[src/rtl/core/bpb_fifo.sv]
// Two-entry queue between the front and back ends of the %B core.
// Depends on nothing outside this file.
module bpb_fifo #(
	parameter int unsigned DATA_W = 8
) (
	input  logic              clk,
	input  logic              arst_n,
	input  logic              push,
	input  logic [DATA_W-1:0] wdata,
	output logic              full,
	input  logic              pop,
	output logic [DATA_W-1:0] rdata,
	output logic              empty
);

	logic [DATA_W-1:0] entry_q [2];
	logic              wr_ptr_q;
	logic              rd_ptr_q;
	logic [1:0]        count_q;

	assign full  = (count_q == 2'd2);
	assign empty = (count_q == 2'd0);
	assign rdata = entry_q[rd_ptr_q];

	always_ff @(posedge clk) begin
		if (push) begin
			entry_q[wr_ptr_q] <= wdata;
		end
	end

	always_ff @(posedge clk or negedge arst_n) begin
		if (!arst_n) begin
			wr_ptr_q <= 1'b0;
			rd_ptr_q <= 1'b0;
			count_q  <= 2'd0;
		end else begin
			if (push) begin
				wr_ptr_q <= ~wr_ptr_q;
			end
			if (pop) begin
				rd_ptr_q <= ~rd_ptr_q;
			end
			if (push && !pop) begin
				count_q <= count_q + 2'd1;
			end else if (pop && !push) begin
				count_q <= count_q - 2'd1;
			end
		end
	end

endmodule

[config.mk]
export PLATFORM = sky130hd
export DESIGN_NAME = bpb_fifo
export DESIGN_NICKNAME = d
export VERILOG_FILES = /design/src/rtl/core/bpb_fifo.sv
export SDC_FILE = /design/constraint.sdc
export NUM_CORES = 1
export LEC_CHECK = 0
export BUFFER_PORTS_ARGS = -buffer_cell sky130_fd_sc_hd__buf_4
export CORE_ASPECT_RATIO = 0.7
export CORE_MARGIN = 2
export CORE_UTILIZATION = 31
export CTS_CLUSTER_DIAMETER = 50
export DETAILED_ROUTE_END_ITERATION = 8
export RECOVER_POWER = 25
export SLEW_MARGIN = 0
export SYNTH_ARGS = -nofsm -noshare
export SYNTH_HDL_FRONTEND = slang
export SYNTH_SLANG_ARGS = --single-unit
[constraint.sdc]
create_clock -name clk -period 1.58 [get_ports clk]
set_input_delay 0.158 -clock clk [delete_from_list [all_inputs] [get_ports clk]]
set_output_delay 0.158 -clock clk [all_outputs]
set_load 0.005 [all_outputs]
==> impl_metrics.yaml <==
floorplanning:
  die_y_um: 45.7
  design.portCount: 22
  start_util_pct: 32.1
  dieArea_mm2: 0.00291
  fp-row-count: 15
  die_width_um: 63.6
  fp.coreArea_mm2: 0.00240
critical_path:
  cp.required_ps: 1420
  cp_max_fo: 9
  cp.arrival_ps: 1310
  r2r_start: "wr_ptr_q$_DFFE_PN0P_"
  critPathCaptureType: "primary output"
  crit_type: "flop to primary output"
  r2r_slack_ps: 480
  worstSetupStartpointType: "flop"
  r2r-end: "entry_q[1][3]$_DFFE_PP_"
  reg2regPathDepth: 1
final_layout:
  drive_gt1_share_pct: 50.7
  fillers: 236
  nNetsFinal: 81
  insertedDiodeCount: 0
  areaGrowthSynthToFinish_pct: 29.9
  final_cell_mix: "edfxtp_1, buf_4, mux2_2, clkbuf_4, xor2_1"
timing:
  finalMaxSlewViolations: 0
  fmax_mhz: 682
  hold_viol: 0
  finalCriticalPeriod_ps: 1470
  tightest_slew_ps: 390
  whs_ps: 43.2
  setup_viol: 0
  period_share_pct: 92.7
  rsz0062_at_grt: "no"
  tns_ps: 0
  skew_ps: 2.23
  slew_headroom_pct: 74.0
worst_hold_path:
  min_path_cells: 2
  whs_endpoint: "rd_ptr_q$_DFFE_PN0P_"
  hold_class: "input pin to flop"
  hp-start: "pop"
synthesis:
  yosysWarningCount: 0
  netlist_instances: 41
  seq_area_frac_synth_pct: 75.3
  synthesis.area_um2: 771
  syn_nets: 54
  ys_ff_latch: 20
  synth_top_area_cell: "edfxtp_1"
  syn_avg_cell_area_um2: 18.8
  synth.area.top_cells: "edfxtp_1, dfrtp_1, mux2_2, xor2_1, ha_1"
  synth_cell_type_count: 12
  synth_top_area_share_pct: 62.3
clocking:
  cts_tree: "built"
  clock_latency_ps: 290
  htreeDepth: 1
  cts.sinks: 20
  post_cts_buffers: 0
  cts_buffers: 3
  clkTransAtPathRegs_ps: 100
  clock_path_buffers: 2
  cts_root_buf: "clkbuf_4"
global_route:
  grt_pass1_wl_um: 1980
  gr-total-overflow: 0
  grt_max_degree: 12
  antenna_found_initial: 0
  grt_pass1_vias: 429
  track_usage_pct: 9.45
route:
  met1Wirelength_um: 512
  vias_per_cell: 3.95
  drc: 0
  ant_nets: 0
  drtIter0Drc: 10
  wl_met2_um: 564
  vias: 399
  dr.pass1.iters: 2
  totalWireLength_um: 1150
  wl_per_cell_um: 11.4
  dr_wl_met3_um: 75
  maxUsedRoutingLayer: "met3"
power_and_ir_drop:
  pwr_density_cell_mw_per_mm2: 1520
  leakagePower_nw: 0.396
  vdd_ir_drop_max_v: 0.000480
placed_design:
  place_congestion: 0.709
  port_buffers: 21
status:
  status: "completed"
run:
  drv_cap: 0
state kept, by name (all words and copies together) (netlist names):
register and count:
rd_ptr_q 1, count_q 2, entry_q 16, wr_ptr_q 1
kinds of logic after synthesis:
logic type / Yosys count / synth area share, %
AND/OR/NAND/NOR: 5 / 3.74
adder cells (fa/ha/maj): 1 / 1.62
buffers and inverters: 2 / 1.95
XOR/XNOR: 5 / 5.68
multiplexers: 8 / 11.7
flip-flops: 20 / 75.3
power by group:
part           internal [mW]  switching, mW  leakage (nW)  total, mW
combinational          0.302          0.161         0.185      0.463
sequential             0.718          0.102         0.196      0.820
clock                 0.0980          0.137        0.0150      0.235
synthesized netlist by cell type:
library cell and number:
xor2_1 4, inv_1 1, dfrtp_1 4, and2b_2 1
xnor2_1 1, edfxtp_1 16, nor2_1 2, nor2b_1 1
and2_1 1, ha_1 1, mux2_2 8, buf_6 1
through the flow:
stage / area, µm² / util [%] / std cells / power [mW] / worst slack, ps
after floorplan: 771 / - / 41 / 1.07 / 418
after global placement: 967 / 40.3 / 96 / 1.29 / 319
after detailed placement: 967 / 40.3 / 96 / 1.30 / 313
after CTS: 1000 / 41.8 / 101 / 1.55 / 87.8
after global routing: 1000 / 41.7 / 101 / 1.62 / 58.9
final: 1000 / 41.7 / 101 / 1.52 / 115
worst max-delay path, cell delays in order (launching register included):
cell	delay (ps)
dfrtp_2	510
mux2_2	380
buf_4	140
layer usage:
layer / track usage, % / vias up
li1: - / 201
met3: 4.70 / 0
met4: 1.30 / 0
met1: 11.4 / 186
met5: 0 / -
met2: 16.0 / 12
final cells by class:
type	instances	area [µm²]	area share, %
sequential	20	582	58.1
multi-input combinational	19	175	17.5
timing repair buffer	23	171	17.1
tap	34	42.5	4.25
clock buffer	4	26.3	2.63
inverter	1	3.75	0.375
worst max path at each step:
stage | startpoint | to | cells past startpoint
2_1_floorplan | wr_ptr_q$_DFFE_PN0P_ | entry_q[0][0]$_DFFE_PP_ | 1
3_3_place_gp | rd_ptr_q$_DFFE_PN0P_ | rdata[4] | 2
3_5_place_dp | rd_ptr_q$_DFFE_PN0P_ | rdata[4] | 2
4_1_cts | rd_ptr_q$_DFFE_PN0P_ | rdata[4] | 2
5_1_grt | rd_ptr_q$_DFFE_PN0P_ | rdata[4] | 2
6_report | rd_ptr_q$_DFFE_PN0P_ | rdata[4] | 2
repair_timing:
action / 4_1_cts / 5_1_grt
setup endpoints to repair: 8 / 0
endpoints found under the hold margin: 4 / 0
resized for setup: 1 / 0
hold buffers: 1 / 0
No activity file was read; power rests on OpenSTA's default activity.
