==> config.mk <==
export PLATFORM = sky130hd
export DESIGN_NAME = bpb_front
export DESIGN_NICKNAME = d
export VERILOG_FILES = /design/src/rtl/core/bpb_pkg.sv /design/src/rtl/core/bpb_front.sv
export SDC_FILE = /design/constraint.sdc
export NUM_CORES = 2
export LEC_CHECK = 0
export CELL_PAD_IN_SITES_DETAIL_PLACEMENT = 1
export CELL_PAD_IN_SITES_GLOBAL_PLACEMENT = 2
export CORE_UTILIZATION = 42
export CTS_BUF_LIST = sky130_fd_sc_hd__clkbuf_4
export CTS_CLUSTER_SIZE = 40
export DETAILED_ROUTE_END_ITERATION = 8
export DONT_BUFFER_PORTS = 1
export PLACE_DENSITY = 0.77
export SYNTH_ARGS = -nofsm -noshare
export SYNTH_HDL_FRONTEND = slang
export SYNTH_SLANG_ARGS = --single-unit
export TNS_END_PERCENT = 100
==> constraint.sdc <==
create_clock -name clk -period 8 [get_ports clk]
set_input_delay 1.2 -clock clk [delete_from_list [all_inputs] [get_ports clk]]
set_output_delay 1.2 -clock clk [all_outputs]
set_load 0.1 [all_outputs]
==> src/rtl/core/bpb_pkg.sv <==
// Shared constants for the Bollinger %B core.
// No dependencies; imported by every module of the block but bpb_fifo.
package bpb_pkg;

	localparam int unsigned PRICE_W = 24;
	localparam int unsigned PCT_W = 16;
	localparam int unsigned WINDOW_DEF = 20;

	// Reset value of the band floor register.
	localparam logic [PRICE_W-1:0] BAND_FLOOR_RST = PRICE_W'(1);

	// Neutral result, 0.5 in Q2.14.
	localparam logic [PCT_W-1:0] HALF_Q14 = PCT_W'(8192);

	// Saturation bounds of the Q2.14 result.
	localparam int unsigned PCT_POS_MAX = 32767;
	localparam int unsigned PCT_NEG_MAG = 32768;

	// The divider forms num * 2^FRAC_SH / r and keeps QUO_W quotient bits.
	localparam int unsigned FRAC_SH = 12;
	localparam int unsigned QUO_W = 18;

endpackage

==> src/rtl/core/bpb_front.sv <==
// Front end of the %B core: sample ring, squares and running window sums.
// Uses bpb_pkg; feeds the queue that sits in front of bpb_back.
module bpb_front #(
	parameter int unsigned WINDOW = bpb_pkg::WINDOW_DEF,
	parameter int unsigned SUM_W  = bpb_pkg::PRICE_W + $clog2(WINDOW),
	parameter int unsigned SQ_W   = 2 * bpb_pkg::PRICE_W + $clog2(WINDOW)
) (
	input  logic                        clk,
	input  logic                        arst_n,
	input  logic                        s_axis_tvalid,
	output logic                        s_axis_tready,
	input  logic [bpb_pkg::PRICE_W-1:0] s_axis_tdata,   // price
	output logic                        push,
	input  logic                        q_full,
	output logic [bpb_pkg::PRICE_W-1:0] push_price,
	output logic [SUM_W-1:0]            push_sum,
	output logic [SQ_W-1:0]             push_sum_sq,
	output logic                        push_win_full
);
	import bpb_pkg::*;

	localparam int unsigned SLOT_W = $clog2(WINDOW);
	localparam int unsigned CNT_W  = $clog2(WINDOW + 1);

	logic [PRICE_W-1:0]   ring [WINDOW];
	logic [SLOT_W-1:0]    slot_q;
	logic [CNT_W-1:0]     filled_q;
	logic [SUM_W-1:0]     sum_q;
	logic [SQ_W-1:0]      sum_sq_q;

	logic                 v_s1, v_s2;
	logic [PRICE_W-1:0]   price_s1, price_s2;
	logic [PRICE_W-1:0]   old_s1;
	logic                 sub_s1, sub_s2;
	logic                 full_s1, full_s2;
	logic [2*PRICE_W-1:0] pp_s2, oo_s2;
	logic [PRICE_W-1:0]   old_s2;

	logic                 advance;
	logic                 accept;
	logic [SUM_W-1:0]     sum_nx;
	logic [SQ_W-1:0]      sum_sq_nx;

	// The whole front pipeline freezes only when its last stage cannot enter the queue.
	assign advance       = !(v_s2 && q_full);
	assign s_axis_tready = advance;
	assign accept        = s_axis_tvalid && advance;
	assign push          = v_s2 && !q_full;

	assign sum_nx    = sum_q + SUM_W'(price_s2) - (sub_s2 ? SUM_W'(old_s2) : '0);
	assign sum_sq_nx = sum_sq_q + SQ_W'(pp_s2) - (sub_s2 ? SQ_W'(oo_s2) : '0);

	assign push_price    = price_s2;
	assign push_sum      = sum_nx;
	assign push_sum_sq   = sum_sq_nx;
	assign push_win_full = full_s2;

	// The read sees the sample that the new one replaces.
	always_ff @(posedge clk) begin
		if (accept) begin
			ring[slot_q] <= s_axis_tdata;
			old_s1       <= ring[slot_q];
		end
	end

	always_ff @(posedge clk) begin
		if (advance) begin
			if (accept) begin
				price_s1 <= s_axis_tdata;
				sub_s1   <= (filled_q == CNT_W'(WINDOW));
				full_s1  <= (filled_q >= CNT_W'(WINDOW - 1));
			end
			price_s2 <= price_s1;
			old_s2   <= old_s1;
			pp_s2    <= price_s1 * price_s1;
			oo_s2    <= old_s1 * old_s1;
			sub_s2   <= sub_s1;
			full_s2  <= full_s1;
		end
	end

	always_ff @(posedge clk or negedge arst_n) begin
		if (!arst_n) begin
			v_s1     <= 1'b0;
			v_s2     <= 1'b0;
			slot_q   <= '0;
			filled_q <= '0;
			sum_q    <= '0;
			sum_sq_q <= '0;
		end else begin
			if (advance) begin
				v_s1 <= accept;
				v_s2 <= v_s1;
			end
			if (accept) begin
				slot_q <= (slot_q == SLOT_W'(WINDOW - 1)) ? '0 : slot_q + SLOT_W'(1);
				if (filled_q != CNT_W'(WINDOW)) begin
					filled_q <= filled_q + CNT_W'(1);
				end
			end
			if (push) begin
				sum_q    <= sum_nx;
				sum_sq_q <= sum_sq_nx;
			end
		end
	end

endmodule

==> results.txt <==
- Counting every net in the synthesized netlist gives 7,364.
- The core region is ~160,000 sq um.
- Per-instance average area after synthesis: between 10 and 15 sq um
- In the layout the commonest cells are 1,526 x sky130_fd_sc_hd__inv_1, 916 x sky130_fd_sc_hd__fa_1, 672 x sky130_fd_sc_hd__edfxtp_1, 528 x sky130_fd_sc_hd__nand2_1, 441 x sky130_fd_sc_hd__ha_1.
- Root Buffer: sky130_fd_sc_hd__clkbuf_4
* Maximum clock skew at final layout: 0.09029 ns
- Number of standard-cell rows in the floorplan: between 100 and 150
* Routed vias/inst: a little over 5
- After synthesis the cells add up to 67,510 sq um.
- DRC violations left: 0
* Grt ovf: 0
- Once placement completed, the tool counted placed cells totaling 8,047.
- STA classifies the critical path startpoint as a flop.
- The initial antenna violation count came to 7.
* Instance area at placement: 71,520 sq um
- Number of port buffers: 0
* Total global routing track utilization: 0.2443
- STA puts the critical path data arrival time at 8.63 ns.
* Start of the worst register-to-register path: old_s1[21]$_DFFE_PP_
- DRT iter0 DRCs: 2,410
- Crit path kind: flop to flop
- Cell type with the highest aggregate area in the netlist: sky130_fd_sc_hd__edfxtp_1
- In the final design database the tool counted between 7,000 and 8,000 nets.
- Number of distinct library cell variants in the gate-level netlist after synthesis: 89
- Skew-Pair Late Insertion Delay: between 1 and 1.5 ns
- After routing the design area is roughly 75,000 sq um.
* Number of antenna-violating nets in the routed design: 0
* Number of top-level pins: approximately 140
- Cell count of the worst reg-to-reg path: 22
- Weighted congestion at the end of routability-driven global placement: 0.8546
* Pin count of the biggest net entering global routing: 95
- Dividing the detail-routed wire length by the instance count gives 22.78 microns.
- The Yosys step of the flow raised 0 warnings.
* Synth Flop Type: sky130_fd_sc_hd__edfxtp_1
- The flow ran to the end, and the final reports show no timing, DRC or antenna violations.
- Layout cell share with drive strength beyond 1: 0.1329
- Worst hold path type: input pin to flop
- The share of the Yosys chip area taken by registers is 0.3337.
- Worst Path Required: 8.95 ns
* Kind of end point of the critical path: flop
* Number of vias after detailed routing: about 43,000
- Startpoint of the most critical hold path: s_axis_tdata[7]
* Achievable frequency: 130.1 MHz
- The final hold violation count was 0.
- Smallest setup slack after layout: 0.3135 ns
- Hold worst-path end: ring[13][7]$_DFFE_PP_
- Worst-Margin Slew: between 1 and 1.5 ns
- Total routed wirelength: 193,600 microns
- Worst-case headroom to the max-slew limit: 0.1661
- Top cells by area in the synthesized netlist: sky130_fd_sc_hd__edfxtp_1 30%, sky130_fd_sc_hd__fa_1 27%, sky130_fd_sc_hd__inv_1 8.5%
* CTS Buf Count: 205
* Die span in y: 402.9 microns
- Depth of the worst hold-timing path: 0
- Initial DRT Pass Iterations: 6
- Placement-stage worst setup slack: between 0.2 and 0.3 ns
* Number of enable-type register cells in the synthesized netlist: 672
- CTS built an H-tree with a depth of 4.
- Terminus of the critical flop-to-flop path: oo_s2[44]$_DFFE_PN_
- The wire-length estimate of the detail-placed layout is 151,100 microns.
- TritonCTS clock tree: done
- The number of max-slew violations in the final report came to 0.
- Counting I/O delays and the setup requirement, the final critical path takes ~7.7 ns.
- Share of the synthesized area in the top cell type: 0.2989
- Peak fanout along the critical path: 17
- The library cell used most frequently in the layout, excluding fill and tap cells, is sky130_fd_sc_hd__inv_1.
- Compared with the post-synthesis result, the final layout area differs by 11.06%.
- Final count of negative-setup-slack endpoints: 0
- In this run the deepest clock path goes through 3 buffers.
- TritonCTS Sinks: 766
- Number of global-route vias before repair: 48,880
- Wire length of the first global-routing pass: just under 300,000 microns
* Effective utilization at floorplan: 0.4248
* Die ar.: 162,400 sq um
* Max Cap Violations: 0
- Synthesis inferred 766 register bits.
- Post-Syn Instances: 5,979
- Async SR Flop Fraction: 0.1227
- Of the available clock period, the critical path in the final layout requires 0.9608.
- In this run the horizontal extent of the chip is 402.9 microns.
- Non-Filler Instances: 8,500
- In this run the register-to-register setup slack is 0.31 ns.
- After clock tree synthesis, the clock-pin slew on the worst setup and hold paths is approximately 0.080 ns.
[synth_stat cells (25+ instances only)]
cell type                  count
sky130_fd_sc_hd__inv_1      1527
sky130_fd_sc_hd__fa_1        916
sky130_fd_sc_hd__edfxtp_1    672
sky130_fd_sc_hd__nand2_1     529
sky130_fd_sc_hd__ha_1        441
sky130_fd_sc_hd__and2_1      303
sky130_fd_sc_hd__clkbuf_1    168
sky130_fd_sc_hd__a21oi_1     162
sky130_fd_sc_hd__o21ai_0     132
sky130_fd_sc_hd__xnor2_1     121
sky130_fd_sc_hd__mux4_2      120
sky130_fd_sc_hd__nor2_1      117
sky130_fd_sc_hd__a21o_1      109
sky130_fd_sc_hd__dfrtp_1      94
sky130_fd_sc_hd__xor2_1       69
sky130_fd_sc_hd__mux2_2       42
sky130_fd_sc_hd__nand3_1      39
sky130_fd_sc_hd__and3_1       33
sky130_fd_sc_hd__o211ai_1     32
sky130_fd_sc_hd__o21bai_1     29
sky130_fd_sc_hd__nand4_1      26
sky130_fd_sc_hd__nor2b_1      25
[stage by stage]
step | utilization | hold slack, ns | setup TNS, ns
floorplan | - | 0.4003 | 0
global placement | 0.4500 | 0.4060 | 0
detailed placement | 0.4500 | 0.4227 | 0
CTS | 0.4693 | 0.0004542 | 0
global route | 0.4718 | 0.01845 | -0.003658
finish | 0.4718 | 0.09641 | 0
[state kept, by name (all words and copies together), names as in the netlist, 5 cells and up]
| signal | count |
|---|---|
| oo_s2 | 47 |
| old_s1 | 24 |
| price_s1 | 24 |
| slot_q | 5 |
| sum_q | 29 |
| pp_s2 | 46 |
| sum_sq_q | 53 |
| filled_q | 5 |
| push_price | 24 |
| old_s2 | 23 |
| ring | 480 |
[cells by family after synthesis]
logic type | share of synthesized area
DFF | 0.3337
buffers and inverters | 0.09646
and+or+nand+nor | 0.08243
AOI/OAI and AO/OA | 0.05868
muxes | 0.05045
xor gates and xnor gates | 0.02489
adders and majority gates | 0.3533
[critical path: stages, from the launching register on]
cell and delay (ns):
sky130_fd_sc_hd__edfxtp_1 0.65, sky130_fd_sc_hd__buf_4 0.37, sky130_fd_sc_hd__inv_1 0.27, sky130_fd_sc_hd__nor2_1 0.43
sky130_fd_sc_hd__fa_1 0.54, sky130_fd_sc_hd__fa_1 0.57, sky130_fd_sc_hd__inv_1 0.06, sky130_fd_sc_hd__fa_1 0.48
sky130_fd_sc_hd__fa_1 0.51, sky130_fd_sc_hd__fa_1 0.49, sky130_fd_sc_hd__inv_1 0.05, sky130_fd_sc_hd__fa_1 0.51
sky130_fd_sc_hd__ha_1 0.31, sky130_fd_sc_hd__ha_1 0.46, sky130_fd_sc_hd__nand2_1 0.08, sky130_fd_sc_hd__o21ai_0 0.31
sky130_fd_sc_hd__nor2_1 0.10, sky130_fd_sc_hd__a21oi_1 0.30, sky130_fd_sc_hd__nand3_1 0.14, sky130_fd_sc_hd__o21ai_1 0.25
sky130_fd_sc_hd__a211oi_1 0.15, sky130_fd_sc_hd__a211o_1 0.26, sky130_fd_sc_hd__xnor2_1 0.13
[final cells by class]
cell class / instances / area, sq um
repair buffers: 259 / 2207
multi-input cells: 3484 / 39120
inverters: 1528 / 5741
fillers: 17120 / 83950
clock inverters: 79 / 520.5
diodes: 16 / 40.04
flip-flops and latches: 766 / 22540
well taps: 2072 / 2592
clock buffers: 296 / 2222
[worst max-delay path by stage]
stage / startpoint / end / slack (ns)
after floorplan: q_full / ring[3][0]$_DFFE_PP_ / 0.27
after global placement: old_s1[21]$_DFFE_PP_ / oo_s2[46]$_DFFE_PN_ / 0.37
after detailed placement: old_s1[7]$_DFFE_PP_ / oo_s2[46]$_DFFE_PN_ / 0.27
after CTS: old_s1[8]$_DFFE_PP_ / oo_s2[46]$_DFFE_PN_ / 0.28
after global routing: price_s1[10]$_DFFE_PP_ / pp_s2[42]$_DFFE_PN_ / -0.004
final: old_s1[21]$_DFFE_PP_ / oo_s2[44]$_DFFE_PN_ / 0.31
[per-layer routing]
layer | wire length (microns) | GRT usage | vias to the layer above
met5 | 0 | 0 | -
met4 | 5358 | 0.07458 | 0
met3 | 10830 | 0.05099 | 213
met2 | 92300 | 0.4026 | 866
met1 | 85140 | 0.3239 | 22670
li1 | - | - | 19560
[timing repair]
action,CTS,global route
resized for setup,0,1
endpoints found under the hold margin,468,0
setup endpoints to repair,0,13
hold buffers,30,0
setup buffers,0,32
Power is not shown: default switching activity piles up to over one toggle a cycle in this logic, so the estimate is an artifact.
