`src/rtl/core/bpb_pkg.sv`:
```
// Shared constants for the Bollinger %B core.
// No dependencies; imported by every module of the block but bpb_fifo.
package bpb_pkg;

	localparam int unsigned PRICE_W = 24;
	localparam int unsigned PCT_W = 16;
	localparam int unsigned WINDOW_DEF = 20;

	// Reset value of the band floor register.
	localparam logic [PRICE_W-1:0] BAND_FLOOR_RST = PRICE_W'(1);

	// Neutral result, 0.5 in Q2.14.
	localparam logic [PCT_W-1:0] HALF_Q14 = PCT_W'(8192);

	// Saturation bounds of the Q2.14 result.
	localparam int unsigned PCT_POS_MAX = 32767;
	localparam int unsigned PCT_NEG_MAG = 32768;

	// The divider forms num * 2^FRAC_SH / r and keeps QUO_W quotient bits.
	localparam int unsigned FRAC_SH = 12;
	localparam int unsigned QUO_W = 18;

endpackage

```
`src/rtl/core/bpb_back.sv`:
```
// Back end of the %B core: variance, bit-serial square root, divider, saturation.
// Uses bpb_pkg; pops items from bpb_fifo and owns the output register.
module bpb_back #(
	parameter int unsigned WINDOW = bpb_pkg::WINDOW_DEF,
	parameter int unsigned SUM_W  = bpb_pkg::PRICE_W + $clog2(WINDOW),
	parameter int unsigned SQ_W   = 2 * bpb_pkg::PRICE_W + $clog2(WINDOW)
) (
	input  logic                        clk,
	input  logic                        arst_n,
	input  logic [bpb_pkg::PRICE_W-1:0] band_floor,
	input  logic                        q_empty,
	output logic                        pop,
	input  logic [bpb_pkg::PRICE_W-1:0] q_price,
	input  logic [SUM_W-1:0]            q_sum,
	input  logic [SQ_W-1:0]             q_sum_sq,
	input  logic                        q_win_full,
	output logic                        m_axis_tvalid,
	input  logic                        m_axis_tready,
	output logic [bpb_pkg::PCT_W-1:0]   m_axis_tdata,   // pct_b
	output logic                        m_axis_tuser    // window_full
);
	import bpb_pkg::*;

	localparam int unsigned R_W    = SUM_W;
	localparam int unsigned D_W    = 2 * R_W;
	localparam int unsigned NUM_W  = SUM_W + 3;
	localparam int unsigned MAG_W  = SUM_W + 2;
	localparam int unsigned PRE_SH = QUO_W - FRAC_SH;
	localparam int unsigned STEP_W = $clog2((R_W > QUO_W) ? R_W : QUO_W);

	typedef enum logic [3:0] {
		S_IDLE,
		S_PREP1,
		S_PREP2,
		S_ROOT,
		S_CHECK,
		S_DIV0,
		S_DIV,
		S_SAT,
		S_DONE
	} state_t;

	state_t             state_q;
	logic [PRICE_W-1:0] price_q;
	logic [SUM_W-1:0]   sum_q;
	logic [SQ_W-1:0]    sum_sq_q;
	logic [D_W-1:0]     nq_q, ss_q;
	logic [SUM_W-1:0]   nlast_q, floorn_q;
	logic [D_W-1:0]     dsh_q;
	logic [R_W+1:0]     rem_q;
	logic [R_W-1:0]     root_q;
	logic [STEP_W-1:0]  step_q;
	logic               neg_q;
	logic [R_W:0]       drem_q;
	logic [QUO_W-1:0]   dq_q;
	logic [PCT_W-1:0]   res_q;
	logic               win_q;
	logic               out_valid_q;
	logic [PCT_W-1:0]   out_pct_q;
	logic               out_win_q;

	logic [R_W+1:0]     rt_cur, rt_trial;
	logic               rt_ge;
	logic               band_narrow;
	logic signed [NUM_W-1:0] num;
	logic [NUM_W-1:0]   num_abs;
	logic [MAG_W-1:0]   mag;
	logic [R_W:0]       dv_cur;
	logic               dv_ge;
	logic               out_free;

	assign pop      = (state_q == S_IDLE) && !q_empty;
	assign out_free = !out_valid_q || m_axis_tready;

	assign m_axis_tvalid = out_valid_q;
	assign m_axis_tdata  = out_pct_q;
	assign m_axis_tuser  = out_win_q;

	// One root bit per step: bring down two radicand bits, try 4*root + 1.
	assign rt_cur   = {rem_q[R_W-1:0], dsh_q[D_W-1 -: 2]};
	assign rt_trial = {root_q, 2'b01};
	assign rt_ge    = (rt_cur >= rt_trial);

	// Band test done exactly as 4*r < band_floor*WINDOW, or a zero root.
	assign band_narrow = ({root_q, 2'b00} < (R_W + 2)'(floorn_q)) || (root_q == '0);

	assign num = $signed({3'b000, nlast_q}) - $signed({3'b000, sum_q})
		+ $signed({2'b00, root_q, 1'b0});
	assign num_abs = num[NUM_W-1] ? NUM_W'(-num) : NUM_W'(num);
	assign mag     = num_abs[MAG_W-1:0];

	assign dv_cur = {drem_q[R_W-1:0], dq_q[QUO_W-1]};
	assign dv_ge  = (dv_cur >= {1'b0, root_q});

	always_ff @(posedge clk or negedge arst_n) begin
		if (!arst_n) begin
			state_q     <= S_IDLE;
			out_valid_q <= 1'b0;
			out_pct_q   <= '0;
			out_win_q   <= 1'b0;
			price_q     <= '0;
			sum_q       <= '0;
			sum_sq_q    <= '0;
			nq_q        <= '0;
			ss_q        <= '0;
			nlast_q     <= '0;
			floorn_q    <= '0;
			dsh_q       <= '0;
			rem_q       <= '0;
			root_q      <= '0;
			step_q      <= '0;
			neg_q       <= 1'b0;
			drem_q      <= '0;
			dq_q        <= '0;
			res_q       <= '0;
			win_q       <= 1'b0;
		end else begin
			// In S_DONE the output register is reloaded below instead.
			if (out_valid_q && m_axis_tready && (state_q != S_DONE)) begin
				out_valid_q <= 1'b0;
			end
			case (state_q)
				S_IDLE: begin
					if (!q_empty) begin
						price_q  <= q_price;
						sum_q    <= q_sum;
						sum_sq_q <= q_sum_sq;
						win_q    <= q_win_full;
						if (q_win_full) begin
							state_q <= S_PREP1;
						end else begin
							res_q   <= HALF_Q14;
							state_q <= S_DONE;
						end
					end
				end
				S_PREP1: begin
					nq_q     <= D_W'(sum_sq_q) * D_W'(WINDOW);
					ss_q     <= D_W'(sum_q) * D_W'(sum_q);
					nlast_q  <= SUM_W'(price_q) * SUM_W'(WINDOW);
					floorn_q <= SUM_W'(band_floor) * SUM_W'(WINDOW);
					state_q  <= S_PREP2;
				end
				S_PREP2: begin
					dsh_q   <= nq_q - ss_q;
					rem_q   <= '0;
					root_q  <= '0;
					step_q  <= '0;
					state_q <= S_ROOT;
				end
				S_ROOT: begin
					rem_q  <= rt_ge ? rt_cur - rt_trial : rt_cur;
					root_q <= {root_q[R_W-2:0], rt_ge};
					dsh_q  <= {dsh_q[D_W-3:0], 2'b00};
					step_q <= step_q + STEP_W'(1);
					if (step_q == STEP_W'(R_W - 1)) begin
						state_q <= S_CHECK;
					end
				end
				S_CHECK: begin
					if (band_narrow) begin
						res_q   <= HALF_Q14;
						state_q <= S_DONE;
					end else begin
						neg_q   <= num[NUM_W-1];
						drem_q  <= (R_W + 1)'(mag[MAG_W-1:PRE_SH]);
						dq_q    <= {mag[PRE_SH-1:0], {FRAC_SH{1'b0}}};
						state_q <= S_DIV0;
					end
				end
				S_DIV0: begin
					// A quotient that needs more than QUO_W bits saturates directly.
					if (drem_q >= {1'b0, root_q}) begin
						res_q   <= neg_q ? {1'b1, {(PCT_W-1){1'b0}}} : PCT_W'(PCT_POS_MAX);
						state_q <= S_DONE;
					end else begin
						step_q  <= '0;
						state_q <= S_DIV;
					end
				end
				S_DIV: begin
					drem_q <= dv_ge ? dv_cur - {1'b0, root_q} : dv_cur;
					dq_q   <= {dq_q[QUO_W-2:0], dv_ge};
					step_q <= step_q + STEP_W'(1);
					if (step_q == STEP_W'(QUO_W - 1)) begin
						state_q <= S_SAT;
					end
				end
				S_SAT: begin
					if (neg_q) begin
						if (dq_q > QUO_W'(PCT_NEG_MAG)) begin
							res_q <= {1'b1, {(PCT_W-1){1'b0}}};
						end else begin
							res_q <= PCT_W'(QUO_W'(-dq_q));
						end
					end else begin
						if (dq_q > QUO_W'(PCT_POS_MAX)) begin
							res_q <= PCT_W'(PCT_POS_MAX);
						end else begin
							res_q <= dq_q[PCT_W-1:0];
						end
					end
					state_q <= S_DONE;
				end
				S_DONE: begin
					if (out_free) begin
						out_valid_q <= 1'b1;
						out_pct_q   <= res_q;
						out_win_q   <= win_q;
						state_q     <= S_IDLE;
					end
				end
				default: begin
					state_q <= S_IDLE;
				end
			endcase
		end
	end

endmodule

```
`config.mk`:
```
export PLATFORM = sky130hd
export DESIGN_NAME = bpb_back
export DESIGN_NICKNAME = d
export VERILOG_FILES = /design/src/rtl/core/bpb_pkg.sv /design/src/rtl/core/bpb_back.sv
export SDC_FILE = /design/constraint.sdc
export NUM_CORES = 2
export LEC_CHECK = 0
export ABC_AREA = 0
export BUFFER_PORTS_ARGS = -buffer_cell sky130_fd_sc_hd__buf_4
export CAP_MARGIN = 10
export CORE_MARGIN = 2
export CORE_UTILIZATION = 35
export DETAILED_ROUTE_END_ITERATION = 8
export PLACE_DENSITY = 0.51
export SYNTH_ARGS = -nofsm -noshare
export SYNTH_HDL_FRONTEND = slang
export SYNTH_SLANG_ARGS = --single-unit
```
`constraint.sdc`:
```
create_clock -name clk -period 11.6 [get_ports clk]
set_input_delay 2.32 -clock clk [delete_from_list [all_inputs] [get_ports clk]]
set_output_delay 2.32 -clock clk [all_outputs]
set_load 0.01 [all_outputs]
```
==> metrics.md <==
| Metric | Value |
|---|---|
| Post-synthesis compound-gate area fraction | 0.159 |
| Critical Path End Type | flip-flop |
| Hold depth | 2 |
| Setup TNS | 0 ns |
| Die area | 0.176 mm^2 |
| Clk Latency, worst-skew pair | 0.69 ns |
| Critical path launch point | sum_q[5] |
| Seq cells post-synth | 481 |
| CP arrival | 10.33 ns |
| Number of synthesized flops with an enable pin | 0 |
| Final Instance Area | 0.0662 mm^2 |
| H-Tree Depth | 3 |
| Worst hold path class | reg -> reg |
| Drt via density | 5.20 |
| First-pass GRT wire length | 290,000 um |
| IO buf count | 153 |
| Dpl cell area | 0.0638 mm^2 |
| Setup Slack @ Placement | 1.93 ns |
| Area grow syn2layout | 9.77% |
| Final setup fails | 0 |
| Multi-input gate area | 0.0434 mm^2 |
| Final hold violations | 0 |
| Hold_sp | floorn_q[10] |
| Drt first-iter violations | 3,404 |
| Post-synthesis simple-gate area fraction | 0.123 |
| Final ANT Viol Nets | 0 |
| Reg area | 0.0120 mm^2 |
| DR WL/cell | 20.1 um |
| Sequential fraction of the synthesis area | 0.200 |
| Clock sink total | 481 |
| R2r setup slk | 1.89 ns |
| Measured slew at the worst slew-check pin | 1.12 ns |
| Worst r2r src | sum_q[5] |
| Worst EP required | 12.22 ns |
| Worst R2R Path Depth | 26 |
| Min Tclk post-route | 9.71 ns |
| Root buffer cell | clkbuf_16 |
| Ys flop type | dfrtp_1 |
| Fill cell count | 17,500 |
| Hold buffer count at CTS | 0 |
| Core box area | 0.171 mm^2 |
| Clock slew seen by the registers of the worst setup and hold paths | 0.06 ns |
| Post-cts resize count | 0 |
| Post-Synthesis Cell Area | 0.0603 mm^2 |
| Synthesized Nets | 8,297 |
| Nets@finish | 8,305 |
| Cells after synthesis | 6,826 |
| Largest net degree at the start of global routing | 180 |
| Total wire length | 185,000 um |
| Multiplexer share of the synthesized area | 0.0289 |
| Share of layout cells above drive strength 1 | 0.0723 |
| Fraction of the mapped netlist area in adder cells | 0.359 |
| Async SR Flop Fraction | 1.00 |
| Vias | 47,900 |
| Final Max Slew Viols | 0 |
| Initial antenna violation count | 1 |
| Post-Synth XOR/XNOR Area | 0.0478 |
| Max Cap Violations | 0 |
| Min-Delay Endpoint | floorn_q[10] |
| Setup bufs post-CTS | 0 |
| Crit-path max FO | 22 |
| Vias in the first global route | 49,700 |
| Row cnt | 152 |
| Syn_area_per_cell | 8.83 um^2 |
| Num CTS Buffers | 68 |
| Max Fclk | 0.103 GHz |
| Status | finished clean |
| Drt first pass iters | 6 |
| CTS tree | built |
| Die W | 419 um |
| I/O Pins | 154 |
| Starting Density | 0.352 |
| Setup ws final | 1.89 ns |
| Largest family of logic cells by synthesized area | adder cells |
| Reg-to-Reg End | ss_q[55] |
| Critical path type | reg -> reg |
| Clock Path Buffers | 3 |
| Total GRT Usage | 0.213 |
| RePlAce Congestion | 0.896 |
| Crit path launch type | flip-flop |
| DR DRC count | 0 |
| Post-synth cell types | 82 |
| Worst rel slew slack | 0.251 |
| YS warnings | 0 |
| GRT overflow | 0 |
| Die span in y | 419 um |
| Clock Skew | 0.0361 ns |
| DP HPWL | 147,000 um |
| Final period util | 0.837 |
| N_diodes | 0 |
| RSZ-0062 raised after global routing | no |
## flip-flops by register name, indices dropped and copies added (netlist names), 5 cells and up
signal and flops:
step_q 5, floorn_q 27, price_q 24, ss_q 57, m_axis_tdata 16, sum_sq_q 53
drem_q 30, nlast_q 27, dq_q 18, root_q 29, res_q 16, rem_q 29
nq_q 56, sum_q 29, dsh_q 57
## cells in the final DEF (no fill, tap or decap), types with 181 or more instances in the layout
master	n
a21oi_1	380
dfrtp_1	480
ha_1	680
fa_1	656
inv_1	1029
nor2_1	427
o21ai_0	487
buf_4	214
a21o_1	181
nand2_1	705
xnor2_1	191
## critical path, stage by stage, from the launching register on
cell	delay [ns]
dfrtp_1	0.98
clkinv_1	0.76
nor2_1	0.53
fa_1	0.52
fa_1	0.54
inv_1	0.05
fa_1	0.50
fa_1	0.56
inv_1	0.08
fa_1	0.56
fa_1	0.43
fa_1	0.49
inv_1	0.05
fa_1	0.49
inv_1	0.04
ha_1	0.33
nand4_1	0.17
nor2b_1	0.08
nor2b_1	0.14
a221oi_1	0.25
o21ai_0	0.14
a31oi_1	0.46
o21ai_0	0.32
a21oi_1	0.32
o21ai_0	0.26
or3b_2	0.49
nand3_1	0.09
## layout make-up
type                    instances  share of cell area
flip-flops and latches        481               0.182
inverters                    1035              0.0587
clock buffers                  89              0.0283
clock inverters                32             0.00734
repair buffers                216              0.0248
well taps                    2310              0.0437
multi-input cells            5032               0.655
## routing by layer
metal	track usage	wire [um]	up-vias
li1	-	-	22900
met3	0.0286	7550	279
met1	0.266	78300	23700
met5	0	0	-
met2	0.366	89600	981
met4	0.0938	9050	0
## through the flow
| stage | hold slack [ns] | utilization | cells |
|---|---|---|---|
| floorplan | 0.440 | - | 6826 |
| global placement | 0.464 | 0.372 | 9074 |
| detailed placement | 0.471 | 0.372 | 9074 |
| CTS | 0.484 | 0.386 | 9195 |
| global route | 0.499 | 0.386 | 9195 |
| finish | 0.477 | 0.386 | 9195 |
## how the worst max path moves through the flow
stage,to,slack [ns],cells past startpoint
finish,ss_q[55],1.89,26
global route,ss_q[55],1.36,26
CTS,ss_q[55],1.91,26
detailed placement,ss_q[55],1.93,26
global placement,ss_q[55],2.14,26
floorplan,ss_q[55],3.58,29
## logic make-up after synthesis
family | after synthesis
muxes | 160
adders and majority gates | 1336
DFF | 481
xor gates and xnor gates | 329
and+or+nand+nor | 1666
buffers and inverters | 1313
AOI/OAI and AO/OA | 1541
## cell usage after synthesis, types with 62 or more instances
master,number,area [um^2]
a21o_1,181,1360
a21oi_1,380,1900
clkbuf_1,252,946
dfrtp_1,481,12000
fa_1,656,13100
ha_1,680,8510
inv_1,1029,3860
mux2_2,115,1290
nand2_1,707,2650
nand3_1,138,691
nor2_1,429,1610
nor3_1,73,365
o21ai_0,487,2440
o21bai_1,62,465
xnor2_1,192,1680
xor2_1,137,1200
Power is left out: the tool's default activity adds up to more than one toggle a clock period on the data nets, which glitch-free logic cannot reach.
